==> config.mk <==
export PLATFORM = sky130hd
export DESIGN_NAME = ffa_ctrl
export DESIGN_NICKNAME = d
export VERILOG_FILES = /design/src/rtl/core/ffa_pkg.sv /design/src/rtl/core/ffa_ctrl.sv
export SDC_FILE = /design/constraint.sdc
export NUM_CORES = 1
export LEC_CHECK = 0
export ABC_CLOCK_PERIOD_IN_PS = 3000
export BUFFER_PORTS_ARGS = -buffer_cell sky130_fd_sc_hd__buf_2
export CORE_ASPECT_RATIO = 1.2
export CORE_MARGIN = 10
export CORE_UTILIZATION = 39
export CTS_CLUSTER_SIZE = 24
export DETAILED_ROUTE_END_ITERATION = 10
export GPL_TIMING_DRIVEN = 1
export PLACE_DENSITY_LB_ADDON = 0.2
export SLEW_MARGIN = 20
export SYNTH_ARGS = -nofsm -noshare
export SYNTH_HDL_FRONTEND = slang
export SYNTH_SLANG_ARGS = --single-unit
==> constraint.sdc <==
create_clock -name clock -period 3 [get_ports clock]
set_input_delay 0.45 -clock clock [delete_from_list [all_inputs] [get_ports clock]]
set_output_delay 0.45 -clock clock [all_outputs]
set_load 0.1 [all_outputs]
==> src/rtl/core/ffa_pkg.sv <==
// Shared types, codes and constants of the first-fit block allocator.
`default_nettype none
package ffa_pkg;

   localparam int OFF_W   = 25;
   localparam int OWN_W   = 16;
   localparam int SLOT_W  = 8;
   localparam int SLACK_W = 16;
   localparam int STAT_W  = 2;
   localparam int KIND_W  = 2;
   localparam int CSR_W   = 25;

   localparam logic [KIND_W-1:0] REQ_ALLOC  = 2'd0;
   localparam logic [KIND_W-1:0] REQ_FREE   = 2'd1;
   localparam logic [KIND_W-1:0] REQ_RESIZE = 2'd2;

   localparam logic [STAT_W-1:0] ST_OK         = 2'd0;
   localparam logic [STAT_W-1:0] ST_POOL_FULL  = 2'd1;
   localparam logic [STAT_W-1:0] ST_TABLE_FULL = 2'd2;
   localparam logic [STAT_W-1:0] ST_INVALID    = 2'd3;

   localparam logic CSR_POOL_SIZE   = 1'b0;
   localparam logic CSR_MERGE_SLACK = 1'b1;

   localparam logic [OFF_W-1:0]   POOL_SIZE_RST   = 25'd20971520;
   localparam logic [SLACK_W-1:0] MERGE_SLACK_RST = 16'(2 * 4096);

   typedef struct packed {
      logic [KIND_W-1:0] req_type;
      logic [OFF_W-1:0]  req_size;
      logic [SLOT_W-1:0] slot;
      logic [OWN_W-1:0]  owner_tag;
   } ffa_req_type;

   typedef struct packed {
      logic [STAT_W-1:0] status;
      logic [OFF_W-1:0]  offset;
      logic [OFF_W-1:0]  granted_size;
      logic [SLOT_W-1:0] slot_out;
      logic              moved_valid;
      logic [OWN_W-1:0]  moved_owner;
   } ffa_rsp_type;

   typedef struct packed {
      logic [OFF_W-1:0] off;
      logic [OFF_W-1:0] size;
      logic [OWN_W-1:0] owner;
   } ffa_used_type;

   typedef struct packed {
      logic [OFF_W-1:0] off;
      logic [OFF_W-1:0] size;
   } ffa_hole_type;

   typedef enum logic [4:0] {
      OP_NONE, OP_LOAD, OP_DECODE, OP_FLAST, OP_SCAN0, OP_FSCAN, OP_FNEXT, OP_TRIM,
      OP_FTAIL, OP_INS0, OP_INS, OP_INSPUT, OP_RM0, OP_RM, OP_RMEND, OP_ACHECK,
      OP_ASCAN, OP_AFIT, OP_ATAKE, OP_ATOP, OP_AWRITE, OP_OUT
   } ffa_op_type;

   typedef struct packed {
      ffa_op_type op;
   } ffa_cmd_type;

   typedef struct packed {
      logic is_alloc;
      logic is_resize;
      logic invalid;
      logic keep;
      logic holes_empty;
      logic scan_more;
      logic f_lt;
      logic f_eq_lo;
      logic f_eq_hi;
      logic below_top;
      logic trim_rm;
      logic pool_full;
      logic a_fit;
      logic tbl_full;
      logic whole;
      logic ins_zero;
      logic ins_last;
      logic rm_zero;
      logic rm_last;
   } ffa_sts_type;

endpackage
`default_nettype wire

==> src/rtl/core/ffa_ctrl.sv <==
// Controller state machine of the allocator: sequences the datapath per transaction.
`default_nettype none
module ffa_ctrl import ffa_pkg::*; (
   input  wire logic        clock,
   input  wire logic        reset,
   input  wire logic        req_valid,
   output logic             req_stall,
   output logic             rsp_valid,
   input  wire logic        rsp_stall,
   output ffa_cmd_type      cmd,
   input  wire ffa_sts_type sts
);

   typedef enum logic [20:0] {
      S_IDLE   = 21'h000001,
      S_DECODE = 21'h000002,
      S_FLAST  = 21'h000004,
      S_SCAN0  = 21'h000008,
      S_FSCAN  = 21'h000010,
      S_FNEXT  = 21'h000020,
      S_TRIM   = 21'h000040,
      S_FTAIL  = 21'h000080,
      S_INS0   = 21'h000100,
      S_INS    = 21'h000200,
      S_INSPUT = 21'h000400,
      S_RM0    = 21'h000800,
      S_RM     = 21'h001000,
      S_RMEND  = 21'h002000,
      S_ACHECK = 21'h004000,
      S_ASCAN  = 21'h008000,
      S_AFIT   = 21'h010000,
      S_ATAKE  = 21'h020000,
      S_ATOP   = 21'h040000,
      S_AWRITE = 21'h080000,
      S_DONE   = 21'h100000
   } ffa_state_type;

   ffa_state_type state_ff, state_in;
   logic          in_alloc_ff, in_alloc_in;
   logic          rsp_valid_ff, rsp_valid_in;
   ffa_state_type free_done;
   logic          out_free;

   assign req_stall = state_ff != S_IDLE;
   assign rsp_valid = rsp_valid_ff;
   assign out_free  = !rsp_valid_ff || !rsp_stall;
   assign free_done = sts.is_resize ? S_ACHECK : S_DONE;

   always_comb begin
      state_in     = state_ff;
      in_alloc_in  = in_alloc_ff;
      rsp_valid_in = rsp_valid_ff && rsp_stall;
      cmd.op       = OP_NONE;
      case (state_ff)
         S_IDLE: begin
            in_alloc_in = 1'b0;
            if (req_valid) begin
               cmd.op   = OP_LOAD;
               state_in = S_DECODE;
            end
         end
         S_DECODE: begin
            cmd.op = OP_DECODE;
            if (sts.invalid || sts.keep) begin
               state_in = S_DONE;
            end else if (sts.is_alloc) begin
               state_in = S_ACHECK;
            end else begin
               state_in = S_FLAST;
            end
         end
         S_FLAST: begin
            cmd.op   = OP_FLAST;
            state_in = S_SCAN0;
         end
         S_SCAN0: begin
            cmd.op = OP_SCAN0;
            if (sts.holes_empty) begin
               state_in = in_alloc_ff ? S_ATOP : S_FTAIL;
            end else begin
               state_in = in_alloc_ff ? S_ASCAN : S_FSCAN;
            end
         end
         S_FSCAN: begin
            cmd.op = OP_FSCAN;
            if (sts.f_lt) begin
               state_in = S_INS0;
            end else if (sts.f_eq_lo) begin
               state_in = S_TRIM;
            end else if (sts.f_eq_hi) begin
               state_in = S_FNEXT;
            end else if (!sts.scan_more) begin
               state_in = S_FTAIL;
            end
         end
         S_FNEXT: begin
            cmd.op   = OP_FNEXT;
            state_in = S_TRIM;
         end
         S_TRIM: begin
            cmd.op   = OP_TRIM;
            state_in = sts.trim_rm ? S_RM0 : free_done;
         end
         S_FTAIL: begin
            cmd.op   = OP_FTAIL;
            state_in = sts.below_top ? S_INS0 : free_done;
         end
         S_INS0: begin
            cmd.op   = OP_INS0;
            state_in = sts.ins_zero ? S_INSPUT : S_INS;
         end
         S_INS: begin
            cmd.op = OP_INS;
            if (sts.ins_last) begin
               state_in = S_INSPUT;
            end
         end
         S_INSPUT: begin
            cmd.op   = OP_INSPUT;
            state_in = free_done;
         end
         S_RM0: begin
            cmd.op   = OP_RM0;
            state_in = sts.rm_zero ? S_RMEND : S_RM;
         end
         S_RM: begin
            cmd.op = OP_RM;
            if (sts.rm_last) begin
               state_in = S_RMEND;
            end
         end
         S_RMEND: begin
            cmd.op   = OP_RMEND;
            state_in = in_alloc_ff ? S_AWRITE : free_done;
         end
         S_ACHECK: begin
            cmd.op      = OP_ACHECK;
            in_alloc_in = 1'b1;
            state_in    = sts.pool_full ? S_DONE : S_SCAN0;
         end
         S_ASCAN: begin
            cmd.op = OP_ASCAN;
            if (sts.a_fit) begin
               state_in = S_AFIT;
            end else if (!sts.scan_more) begin
               state_in = S_ATOP;
            end
         end
         S_AFIT: begin
            cmd.op   = OP_AFIT;
            state_in = S_ATAKE;
         end
         S_ATAKE: begin
            cmd.op = OP_ATAKE;
            if (sts.tbl_full) begin
               state_in = S_DONE;
            end else if (sts.whole) begin
               state_in = S_RM0;
            end else begin
               state_in = S_AWRITE;
            end
         end
         S_ATOP: begin
            cmd.op   = OP_ATOP;
            state_in = sts.tbl_full ? S_DONE : S_AWRITE;
         end
         S_AWRITE: begin
            cmd.op   = OP_AWRITE;
            state_in = S_DONE;
         end
         S_DONE: begin
            if (out_free) begin
               cmd.op       = OP_OUT;
               rsp_valid_in = 1'b1;
               state_in     = S_IDLE;
            end
         end
         default: begin
            state_in = S_IDLE;
         end
      endcase
   end

   always_ff @(posedge clock) begin
      if (reset) begin
         state_ff     <= S_IDLE;
         in_alloc_ff  <= 1'b0;
         rsp_valid_ff <= 1'b0;
      end else begin
         state_ff     <= state_in;
         in_alloc_ff  <= in_alloc_in;
         rsp_valid_ff <= rsp_valid_in;
      end
   end

endmodule
`default_nettype wire

==> flow_summary.yaml <==
outcome:
  status: "completed"
timing:
  worstMarginPinSlew_ns: 0.544
  hold_viol_final: 0
  relSlewSlack: 0.632
  fin_crit_ns: 2.92
  drv_slew: 0
  fin_ws_ns: 0.0810
  post-route-period-util: 0.973
  finalClockSkew_ns: 0.00546
  setup_viol: 0
  max_clock_freq_mhz: 343
  hold_slack_ns: 0.350
cells_and_area:
  diodes: 0
  fin_nets: 279
  final_common_cell: "nor2_1"
  layout_common_cells: "nor2_1 (31), buf_2 (24), buf_4 (19)"
  fin_cells: 309
  area_delta_synth_final_pct: 31.1
  utilization: 0.540
  drive_gt1_frac: 0.333
place:
  portBuffers: 29
  dp_cells: 302
  place_ws_ns: 0.287
  dp_hpwl_um: 4730
  gp_congestion: 0.936
worst_setup_path:
  critical_path.max_fanout: 7
  critical_path_class: "register to output pin"
  start_kind: "register"
  cp-end-kind: "output pin"
  worstPathArrival_ns: 2.47
  critPathRequiredTime_ns: 2.55
floorplanning:
  start_util: 0.412
  die_w_um: 79.4
  core.rowCount: 25
  die_h_um: 91.2
  ios: 30
  coreArea_um2: 4000
  die_area_um2: 7240
synthesis:
  syn_nets: 232
  synth-compound-area-share: 0.140
  syn_area_um2: 1650
  synth_area_per_cell_um2: 7.89
  synthXorXnorAreaFrac: 0.0319
  ys.flop_type: "dfxtp_1"
  postSynthCellCount: 209
  synth-async-reset-ratio: 0
  yosysWarningCount: 0
  synthAdderAreaFrac: 0
  synth_area_leaders: "dfxtp_1 (28%), nor2_1 (7.3%), nor3_1 (4.2%)"
  yosysTopAreaCell: "dfxtp_1"
  synthDistinctLibCells: 50
  synth-edff-count: 0
  ys_ff_latch: 23
  synth_top_family_by_area: "simple AND/OR/NAND/NOR gates"
  yosysSeqAreaShare: 0.279
  synthMuxAreaShare: 0.00683
  synthSimpleGateAreaFrac: 0.510
  synth_top_area_share: 0.279
min_path:
  hold_class: "primary input to register"
clock_tree:
  cts.path.max_buffers: 2
  clock-sinks: 23
  clock_latency_ns: 0.27
  cts_tree: "done"
  h-tree-depth: 1
  cts_made_buffers: 3
  clkTransAtPathRegs_ns: 0.09
  root_buffer: "clkbuf_8"
global_routing:
  antenna_found_initial: 0
  grt_max_degree: 19
  track_usage: 0.155
  grt_overflow: 0
  grt_pass1_wl_um: 8980
  grt_pass1_vias: 1848
routing:
  drcViolationCount: 0
  vias_per_cell: 5.96
  antenna_left: 0
  wl_per_cell_um: 18.8
  dr.pass1.iters: 4
  via_count: 1841
  drtIter0Drc: 155
  postRouteWirelength_um: 5790
pwr:
  peakVddDrop_uv: 361
  finalPower_uw: 809
  power.density_nw_per_um2: 374
  p_leak_nw: 0.875
job:
  maxCapViolCount: 0
[kinds of logic after synthesis]
group                     count (synthesis)
AOI/OAI and AO/OA                        29
muxes                                     1
buffers and inverters                    11
xor gates and xnor gates                  6
DFF                                      23
and+or+nand+nor                         139
[power breakdown]
part / switching (mW) / total [mW] / leakage, nW / internal (mW)
Clock: 0.107 / 0.200 / 0.0255 / 0.0930
Combinational: 0.180 / 0.285 / 0.661 / 0.105
Sequential: 0.0122 / 0.325 / 0.189 / 0.313
Total: 0.299 / 0.809 / 0.875 / 0.511
[cell type report]
cell class / count / area (um2)
Fill cell: 423 / 1840
Multi-Input combinational cell: 175 / 1200
Sequential cell: 23 / 468
Timing Repair Buffer: 48 / 363
Tap cell: 54 / 67.6
Clock buffer: 3 / 41.3
Inverter: 5 / 18.8
Clock inverter: 1 / 5.00
[cell usage after synthesis (all sizes together) (3+ instances only)]
library cell	n
nor2	32
dfxtp	23
nand2	18
nor3	14
nor4	11
nand3	10
nand4	7
or4	7
a21oi	6
nand2b	6
nand4b	6
buf	5
inv	5
or3	5
a32oi	4
nor2b	4
nor4b	4
xnor2	4
nand3b	3
o21ai	3
[what timing repair did]
| action | in CTS | in global routing |
|---|---|---|
| setup buffers | 0 | 3 |
| resized for setup | 1 | 12 |
| hold endpoints to repair | 0 | 0 |
| hold buffers | 0 | 0 |
| setup endpoints to repair | 1 | 5 |
| pin swaps | 0 | 4 |
[flip-flops by register name, indices dropped and copies added (netlist names)]
register,cells
rsp_valid,1
state_ff,21
in_alloc_ff,1
[through the flow]
| step | instance area [um2] | setup TNS, ns |
|---|---|---|
| floorplan | 1680 | -0.615 |
| global placement | 2040 | 0 |
| detailed placement | 2040 | 0 |
| CTS | 2100 | 0 |
| global route | 2160 | -0.00448 |
| finish | 2160 | 0 |
[per-layer routing]
metal	GRT usage	part of all wire	up-vias
met1	0.181	0.42	868
met5	0	0	-
met2	0.266	0.48	70
met4	0.0629	0.031	0
met3	0.0296	0.066	15
li1	-	-	888
[worst max-delay path, stage by stage, from the launching register on]
cell and delay, ns:
dfxtp_2 0.36, or4_4 0.61, nor4_4 0.37, and4b_1 0.32, a211oi_2 0.10, nand4b_1 0.11
or4_4 0.16, buf_12 0.17
[worst paths after layout]
path / start / endpoint / slack, ns / cells after the start
min: sts[18] / state_ff[2] / 0.35 / 2
max reg2reg: state_ff[15] / state_ff[7] / 0.67 / 6
min reg2reg: in_alloc_ff / in_alloc_ff / 0.53 / 2
max: state_ff[15] / cmd[0] / 0.08 / 7
No activity file was read; power rests on OpenSTA's default activity.
